[src/design/bpfs_pkg.sv]
// ----------------------------------------------------------------------------
// bpfs_pkg
// Shared types and constants of the bit-packed field store: store geometry,
// command codes, request and response payloads, controller/datapath links.
// ----------------------------------------------------------------------------
`default_nettype none

package bpfs_pkg;

   localparam int STORE_BITS  = 4096;
   localparam int WORD_W      = 64;
   localparam int OFF_W       = 6;
   localparam int STORE_WORDS = (STORE_BITS + WORD_W - 1) / WORD_W;
   localparam int WORD_AW     = (STORE_WORDS > 1) ? $clog2(STORE_WORDS) : 1;

   localparam int CMD_W = 3;
   localparam int IDX_W = 12;
   localparam int WID_W = 7;
   localparam int POS_W = 6;

   localparam int PROD_W  = IDX_W + WID_W;
   localparam int START_W = (PROD_W > WORD_AW + OFF_W) ? PROD_W : WORD_AW + OFF_W;
   localparam int END_W   = START_W + 1;

   localparam logic [WID_W-1:0] WIDTH_RESET = WID_W'(8);
   localparam logic [WID_W-1:0] WIDTH_MAX   = WID_W'(WORD_W);

   typedef enum logic [CMD_W-1:0] {
      CMD_READ  = 3'd0,
      CMD_WRITE = 3'd1,
      CMD_TEST  = 3'd2,
      CMD_SET   = 3'd3,
      CMD_CLEAR = 3'd4
   } cmd_type;

   typedef struct packed {
      logic [CMD_W-1:0]  cmd;
      logic [IDX_W-1:0]  field_index;
      logic [WID_W-1:0]  width_override;
      logic [WORD_W-1:0] write_value;
      logic [POS_W-1:0]  bit_position;
   } req_type;

   typedef struct packed {
      logic [WORD_W-1:0] read_value;
      logic              bit_value;
      logic              out_of_range;
   } rsp_type;

   typedef struct packed {
      logic load;
      logic calc;
      logic rd;
      logic extract;
      logic merge;
      logic wr_lo;
      logic wr_hi;
   } dp_ctrl_type;

   typedef struct packed {
      logic oor;
      logic straddle;
      logic do_write;
   } dp_stat_type;

endpackage

`default_nettype wire

[src/design/bpfs_ctrl.sv]
// ----------------------------------------------------------------------------
// bpfs_ctrl
// Sequencer of the field store: steps one request through address calc,
// word reads, extract, merge, word write-backs and the response cycle.
// ----------------------------------------------------------------------------
`default_nettype none

module bpfs_ctrl (
   input  wire                   clock,
   input  wire                   reset,
   input  wire                   start,
   output logic                  busy,
   output logic                  rsp_valid,
   output bpfs_pkg::dp_ctrl_type ctrl,
   input  bpfs_pkg::dp_stat_type stat
);
   import bpfs_pkg::*;

   typedef enum logic [2:0] {
      S_IDLE,
      S_CALC,
      S_READ,
      S_EXTRACT,
      S_MERGE,
      S_WR_LO,
      S_WR_HI,
      S_RESP
   } state_type;

   state_type state_ff, state_in;

   always_comb begin
      state_in = state_ff;
      unique case (state_ff)
         S_IDLE:    if (start) state_in = S_CALC;
         S_CALC:    state_in = S_READ;
         S_READ:    state_in = stat.oor ? S_RESP : S_EXTRACT;
         S_EXTRACT: state_in = S_MERGE;
         S_MERGE:   state_in = stat.do_write ? S_WR_LO : S_RESP;
         S_WR_LO:   state_in = stat.straddle ? S_WR_HI : S_RESP;
         S_WR_HI:   state_in = S_RESP;
         S_RESP:    state_in = S_IDLE;
         default:   state_in = S_IDLE;
      endcase
   end

   always_ff @(posedge clock) begin
      if (reset) begin
         state_ff <= S_IDLE;
      end else begin
         state_ff <= state_in;
      end
   end

   assign busy      = (state_ff != S_IDLE);
   assign rsp_valid = (state_ff == S_RESP);

   assign ctrl.load    = (state_ff == S_IDLE) && start;
   assign ctrl.calc    = (state_ff == S_CALC);
   assign ctrl.rd      = (state_ff == S_READ);
   assign ctrl.extract = (state_ff == S_EXTRACT);
   assign ctrl.merge   = (state_ff == S_MERGE);
   assign ctrl.wr_lo   = (state_ff == S_WR_LO);
   assign ctrl.wr_hi   = (state_ff == S_WR_HI);

endmodule

`default_nettype wire

[config.mk]
export PLATFORM = sky130hd
export DESIGN_NAME = bpfs_ctrl
export DESIGN_NICKNAME = d
export VERILOG_FILES = /design/src/design/bpfs_pkg.sv /design/src/design/bpfs_ctrl.sv
export SDC_FILE = /design/constraint.sdc
export NUM_CORES = 1
export LEC_CHECK = 0
export BUFFER_PORTS_ARGS = -buffer_cell sky130_fd_sc_hd__buf_4
export CAP_MARGIN = 5
export CELL_PAD_IN_SITES_DETAIL_PLACEMENT = 1
export CELL_PAD_IN_SITES_GLOBAL_PLACEMENT = 1
export CORE_AREA = 2 2 39 41
export DETAILED_ROUTE_END_ITERATION = 10
export DIE_AREA = 0 0 41 43
export PLACE_DENSITY_LB_ADDON = 0.1
export SKIP_LAST_GASP = 1
export SYNTH_ARGS = -nofsm -noshare
export SYNTH_HDL_FRONTEND = slang
export SYNTH_SLANG_ARGS = --single-unit
[constraint.sdc]
create_clock -name clock -period 2.1 [get_ports clock]
set_input_delay 0.63 -clock clock [delete_from_list [all_inputs] [get_ports clock]]
set_output_delay 0.63 -clock clock [all_outputs]
set_load 0.02 [all_outputs]
==> flow_summary.toml, run 1 <==
[floorplanning]
fp-row-count = 14
die_height_um = 43
core_area_um2 = 1384
die_w_um = 41
initial_utilization_pct = 14.29
ios = 15
die-area_um2 = 1763

[route]
drt_iter0_drc = 0
ant_nets = 0
wire_per_inst_um = 10.66
drtPass1Iterations = 1
wl_um = 597
route.detailed.drc = 0
via_count = 236
vias_per_cell = 4.214

[critical_path]
crit_path_start_kind = "register"
cp-end-kind = "primary output"
critPathTopFamily = "simple AND/OR/NAND/NOR gates"
critPathMaxStageDelay_ps = 420
critPathMaxFanout = 13
path_cells = "or3_1, nor2_1, buf_4"
reg2reg_slack_ps = 1090
worstSetupPathType = "register to primary output"
required_ps = 1470
critPathArrivalTime_ps = 1300
cp.buffers_inverters = 1
r2r_cells = 2
reg2reg_to = "state_ff[0]$_SDFFE_PP0P_"
rr_startpoint = "state_ff[2]$_SDFFE_PP0P_"
cp_slowest_cell = "or3_1"

[timing]
finClkSkew_ps = 4.650
setup_viol = 0
slew_viol_final = 0
timing.setup.tns_ps = 0
rsz0062_at_grt = "false"
fmax_mhz = 516.9
hold_violations = 0
post-route-period-util_pct = 92.13
relSlewSlack_pct = 74.22
tightest_slew_ps = 386.2
period_minus_slack_ps = 1935

[placed_design]
io_buffers = 14
placed_area_um2 = 310.3
place_congestion = 0.6792

[logic_synthesis]
synth_area_leader_cell = "dfxtp_1"
synthTopCellsByArea = "dfxtp_1 30%, nor3b_1 15%, a2111oi_2 7.6%, and3_1 6.3%, nor3_1 5.1%"
syn_nets = 30
yosysSeqAreaShare_pct = 30.38
netlist_instances = 24
yosys_warnings = 0
syn_area_per_cell_um2 = 8.237
synth_top_area_share_pct = 30.38
syn_area_um2 = 197.7
yosysUniqueCellTypes = 17
ys_ff_latch = 3

[global_routing]
grt_first_pass_wirelength_um = 931
grt.total_usage_pct = 7.816
grt-busiest-layer = "met2"
grtUsageMet1_pct = 8.946
grt_pass1_vias = 240
antenna_found_initial = 0
grt.overflow.total = 0
grt_use_met3_pct = 1.571
grt_max_degree = 14
use_met2_pct = 11.88

[layout]
mostFrequentLayoutCells = "14 x buf_4, 4 x nor3b_1, 3 x clkbuf_4, 3 x dfxtp_1"
seq_area_um2 = 60.06
fin_area_um2 = 336.6
drive_above_1_share_pct = 47.50
reg_top3 = "state_ff x3"
finalNetCount = 47
antenna_cells = 0
multi_input_area_um2 = 117.6
layout.cells.most_common = "buf_4"
fillers = 172
largest_reg_flops = 3
area_growth_pct = 70.25
top_register = "state_ff"

[clock_network]
clkLatencyLatePin_ps = 230
cts_buffers = 3
cts_setup_buffers = 0
clockRootBuffer = "clkbuf_4"
cts.path.max_buffers = 2
cts_tree = "yes"
htreeDepth = 1
cts_sinks = 3
cts_hold_buf = 0
clk_pin_slew_ps = 40
post_cts_resized = 0

[min_path]
min_to = "state_ff[2]$_SDFFE_PP0P_"
min_from = "reset"
hold_depth = 2
hp-class = "input port to register"

[power]
powerDensity_nw_per_um2 = 864.0
peakVddDrop_v = 0.0001348
leakage_nw = 0.1569

[flow_run]
drv_cap = 0

[status]
outcome = "completed"
final cells by class:
type                    instances  area share [%]
multi-input cells              17           34.94
repair buffers                 14           31.23
flip-flops and latches          3           17.84
clock buffers                   4           7.807
well taps                      16           5.948
inverters                       2           2.230
synthesized netlist by cell type:
master,instances
or3_1,1
buf_4,1
a211oi_1,1
o21a_1,1
o21ai_1,1
inv_2,1
a21oi_1,1
nor2_1,1
nor3b_1,4
nor2b_1,1
and3_1,2
a2111oi_2,1
inv_1,1
o31a_1,1
buf_2,1
dfxtp_1,3
nor3_1,2
worst register-to-register path: stages, from the launching register on:
cell and delay [ps]:
dfxtp_1 450, inv_2 110, a2111oi_2 340
how the worst max path moves through the flow:
stage,cells past startpoint,endpoint,start
after floorplan,2,ctrl[6],state_ff[1]$_SDFFE_PP0P_
after global placement,3,ctrl[6],state_ff[1]$_SDFFE_PP0P_
after detailed placement,3,ctrl[6],state_ff[1]$_SDFFE_PP0P_
after CTS,3,ctrl[6],state_ff[1]$_SDFFE_PP0P_
after global routing,3,ctrl[6],state_ff[1]$_SDFFE_PP0P_
final,3,ctrl[6],state_ff[1]$_SDFFE_PP0P_
layer usage:
layer  vias up  routed length (µm)
met5         -                   0
met4         0                   0
met3         0                  48
met2         9                 292
met1       108                 256
li1        119                   -
report_power, final:
part           switching (mW)  internal [mW]
Combinational          0.0503         0.0505
Sequential             0.0229         0.0660
Clock                  0.0300         0.0712
kinds of logic (layout without fill, tap and decap cells):
kind of cell           count (synthesis)  after routing  share of synthesized area, %
AND/OR/NAND/NOR                       11             11                         34.81
AO/OA/AOI/OAI                          6              6                         24.68
flip-flops                             3              3                         30.38
buffers and inverters                  4             20                         10.12
metrics by stage:
stage                     setup slack (ps)  std cells  total power [mW]  util [%]  hold slack (ps)
after global routing                 79.84         56            0.3093     24.32            580.8
after floorplan                      359.8         24            0.1501         -            539.2
after detailed placement             395.1         52            0.1919     22.42            622.0
after CTS                            140.5         56            0.2986     24.32            579.1
after global placement               409.6         52            0.1910     22.42            627.3
final                                165.3         56            0.2908     24.32            589.2
No activity file was read; power rests on OpenSTA's default activity.
==> run 2, diff against run 1 <==
Settings changed: SETUP_SLACK_MARGIN set to 0.3.
==> flow_summary.toml, run 2 (synthesis gave the netlist of run 1 again) <==
[status]
outcome = "completed"

[timing]
rsz0062_at_grt = "true"
period_minus_slack_ps = 1821
hold_ws_ps = 576.0
finClkSkew_ps = 2.862
tightest_slew_ps = 234.0
hold_violations = 0
setup_viol = 0
post-route-period-util_pct = 86.72
timing.setup.tns_ps = 0
fmax_mhz = 549.1
fin_ws_ps = 279.0
relSlewSlack_pct = 84.37
slew_viol_final = 0

[clock_network]
clockRootBuffer = "clkbuf_4"
clkLatencyLatePin_ps = 240
cts_sinks = 3
cts_buffers = 3
clk_pin_slew_ps = 40
cts_tree = "yes"
htreeDepth = 1
cts.path.max_buffers = 2

[min_path]
min_from = "reset"
hold_depth = 2
min_to = "state_ff[2]$_SDFFE_PP0P_"
hp-class = "input port to register"

[placed_design]
preCtsSetupSlack_ps = 395.1
place_congestion = 0.6792
io_buffers = 14
placed_area_um2 = 310.3
dp.cells = 52

[route]
route.detailed.drc = 0
drt_iter0_drc = 1
wire_per_inst_um = 11.45
ant_nets = 0
drtPass1Iterations = 3
via_count = 262
wl_um = 687
vias_per_cell = 4.367

[critical_path]
reg2reg_slack_ps = 920
critPathMaxStageDelay_ps = 400
r2r_cells = 4
critPathArrivalTime_ps = 1190
critPathMaxFanout = 2
required_ps = 1470
crit_path_start_kind = "register"
reg2reg_to = "state_ff[0]$_SDFFE_PP0P_"
worstSetupPathType = "register to primary output"
cp_slowest_cell = "or3_4"
path_cells = "or3_4, nor2_4, buf_6"
rr_startpoint = "state_ff[1]$_SDFFE_PP0P_"
cp-end-kind = "primary output"

[layout]
layout.cells.most_common = "buf_4"
antenna_cells = 0
drive_above_1_share_pct = 68.18
fin_area_um2 = 401.6
mostFrequentLayoutCells = "17 x buf_4, 3 x clkbuf_4"
finalNetCount = 51
top_register = "state_ff"
reg_top3 = "state_ff x3"
largest_reg_flops = 3
fillers = 171
finish.utilization_pct = 29.02
area_growth_pct = 103.2
fin_cells = 60

[power]
leakage_nw = 0.1827
peakVddDrop_v = 0.0001400
total_power_mw = 0.3337
powerDensity_nw_per_um2 = 830.9

[global_routing]
grt_use_met3_pct = 1.571
grt.total_usage_pct = 9.218
grt-busiest-layer = "met2"
grtUsageMet1_pct = 8.946
grt.overflow.total = 0
use_met2_pct = 15.31
grt_max_degree = 11
grt_first_pass_wirelength_um = 1055
antenna_found_initial = 0
grt_pass1_vias = 271

[floorplanning]
die_w_um = 41
fp-row-count = 14
ios = 15
die_height_um = 43
core_area_um2 = 1384
die-area_um2 = 1763
initial_utilization_pct = 14.29

[flow_run]
drv_cap = 0
run 2: worst max-delay path: cells and delay by family (launching register included):
family | cells | cell delay (ps)
buf+inv | 1 | 120
flops | 1 | 330
simple gates | 2 | 510
run 2: final cells by class:
cell class / count / area (µm²) / area share, %
flip-flops and latches: 3 / 68.82 / 17.13
inverters: 2 / 7.507 / 1.869
well taps: 16 / 20.02 / 4.984
clock buffers: 4 / 26.28 / 6.542
multi-input cells: 17 / 140.1 / 34.89
repair buffers: 18 / 138.9 / 34.58
run 2: metal layers:
metal  routed length (µm)  vias to the layer above
met5                    0                        -
met4                   17                        0
met3                   54                        2
met2                  342                       11
met1                  272                      121
li1                     -                      128
run 2: timing repair:
| item | CTS | global route |
|---|---|---|
| pin swaps | 0 | 2 |
| hold buffers | 0 | 0 |
| endpoints found under the setup margin | 7 | 3 |
| gates resized for setup | 5 | 6 |
| setup buffers | 4 | 0 |
run 2: how the worst max path moves through the flow:
| stage | from | to | slack [ps] |
|---|---|---|---|
| 6_report | state_ff[0]$_SDFFE_PP0P_ | ctrl[6] | 280 |
| 5_1_grt | state_ff[0]$_SDFFE_PP0P_ | ctrl[6] | 250 |
| 4_1_cts | state_ff[1]$_SDFFE_PP0P_ | ctrl[6] | 260 |
| 3_5_place_dp | state_ff[1]$_SDFFE_PP0P_ | ctrl[6] | 400 |
| 3_3_place_gp | state_ff[1]$_SDFFE_PP0P_ | ctrl[6] | 410 |
| 2_1_floorplan | state_ff[1]$_SDFFE_PP0P_ | ctrl[6] | 360 |
run 2: report_power, final:
part | internal, mW | switching [mW] | total, mW
clock | 0.0715 | 0.0345 | 0.106
combinational | 0.0756 | 0.0761 | 0.152
sequential | 0.0683 | 0.00776 | 0.0761
total | 0.215 | 0.118 | 0.334
==> run 3, diff against run 2 <==
Settings changed: PLACE_DENSITY set to 0.54, PLACE_DENSITY_LB_ADDON 0.1 to not set.
==> flow_summary.toml, run 3 (synthesis gave the netlist of run 1 again) <==
[clock_network]
clockRootBuffer = "clkbuf_4"
htreeDepth = 1
cts_buffers = 3
clkLatencyLatePin_ps = 240
cts_sinks = 3
cts_hold_buf = 0
cts.path.max_buffers = 2
clk_pin_slew_ps = 40
cts_tree = "yes"

[timing]
fin_ws_ps = 304.1
rsz0062_at_grt = "true"
hold_violations = 0
setup_viol = 0
slew_viol_final = 0
relSlewSlack_pct = 81.37
hold_ws_ps = 574.6
post-route-period-util_pct = 85.52
period_minus_slack_ps = 1796
tightest_slew_ps = 279.0
finClkSkew_ps = 1.430
timing.setup.tns_ps = 0
fmax_mhz = 556.8

[status]
outcome = "completed"

[critical_path]
critPathArrivalTime_ps = 1170
reg2reg_to = "state_ff[0]$_SDFFE_PP0P_"
worstSetupPathType = "register to primary output"
rr_startpoint = "state_ff[0]$_SDFFE_PP0P_"
reg2reg_slack_ps = 960
required_ps = 1470
cp_slowest_cell = "or3_4"
r2r_cells = 4
crit_start = "state_ff[1]$_SDFFE_PP0P_"
cp-end-kind = "primary output"
critPathMaxStageDelay_ps = 400
crit_path_start_kind = "register"
critPathMaxFanout = 2
path_cells = "or3_4, nor2_4, buf_6"

[global_routing]
grt_pass1_vias = 260
grt_first_pass_wirelength_um = 993
grt.total_usage_pct = 8.434
grt_max_degree = 13
grt.overflow.total = 0
antenna_found_initial = 0

[route]
ant_nets = 0
wl_um = 684
route.detailed.drc = 0
via_count = 261
vias_per_cell = 4.424
drt_iter0_drc = 5
drtPass1Iterations = 4
wire_per_inst_um = 11.59

[layout]
finish.utilization_pct = 28.84
layout.cells.most_common = "buf_4"
reg_top3 = "state_ff x3"
largest_reg_flops = 3
antenna_cells = 0
drive_above_1_share_pct = 69.77
finalNetCount = 50
area_growth_pct = 101.9
fin_area_um2 = 399.1
fin_cells = 59
mostFrequentLayoutCells = "16 x buf_4, 3 x nor3b_2, 3 x clkbuf_4"
top_register = "state_ff"

[floorplanning]
die-area_um2 = 1763
ios = 15
die_height_um = 43
die_w_um = 41
core_area_um2 = 1384
initial_utilization_pct = 14.29
fp-row-count = 14

[placed_design]
preCtsSetupSlack_ps = 395.2
place_congestion = 0.7178
io_buffers = 14
placed_area_um2 = 310.3
dp.cells = 52

[min_path]
min_from = "reset"
min_to = "state_ff[2]$_SDFFE_PP0P_"
hold_depth = 2
hp-class = "input port to register"

[power]
total_power_mw = 0.3308
leakage_nw = 0.1829
powerDensity_nw_per_um2 = 828.7
peakVddDrop_v = 0.0002085

[flow_run]
drv_cap = 0
[run 3: cell type report]
class                   count  area [µm²]
clock buffers               4       26.28
fillers                   166       984.7
repair buffers             17       131.4
multi-input cells          17       145.1
flip-flops and latches      3       68.82
inverters                   2       7.507
well taps                  16       20.02
[run 3: repair_timing]
action	4_1_cts	5_1_grt
setup endpoints to repair	7	4
resized for setup	6	6
setup buffers	3	0
[run 3: routing by layer]
layer | global-route usage [%] | share of wire (%) | up-vias
li1 | - | - | 124
met1 | 9.003 | 40 | 122
met2 | 12.81 | 54 | 13
met3 | 3.141 | 5.4 | 2
met4 | 6.000 | 1.2 | 0
met5 | 0 | 0 | -
[run 3: power by group]
group,switching [mW],internal (mW)
clock,0.0337,0.0714
sequential,0.00868,0.0683
combinational,0.0761,0.0725
total,0.119,0.212
[run 3: worst max path at each step]
| stage | cells past startpoint | end |
|---|---|---|
| finish | 3 | ctrl[6] |
| CTS | 3 | ctrl[6] |
| detailed placement | 3 | ctrl[6] |
| floorplan | 2 | ctrl[6] |
| global route | 3 | ctrl[6] |
| global placement | 3 | ctrl[6] |
[run 3: critical path: cells and delay by family, from the launching register on]
kind / cells / cell delay, ps
buf+inv: 1 / 110
flops: 1 / 330
simple gates: 2 / 490
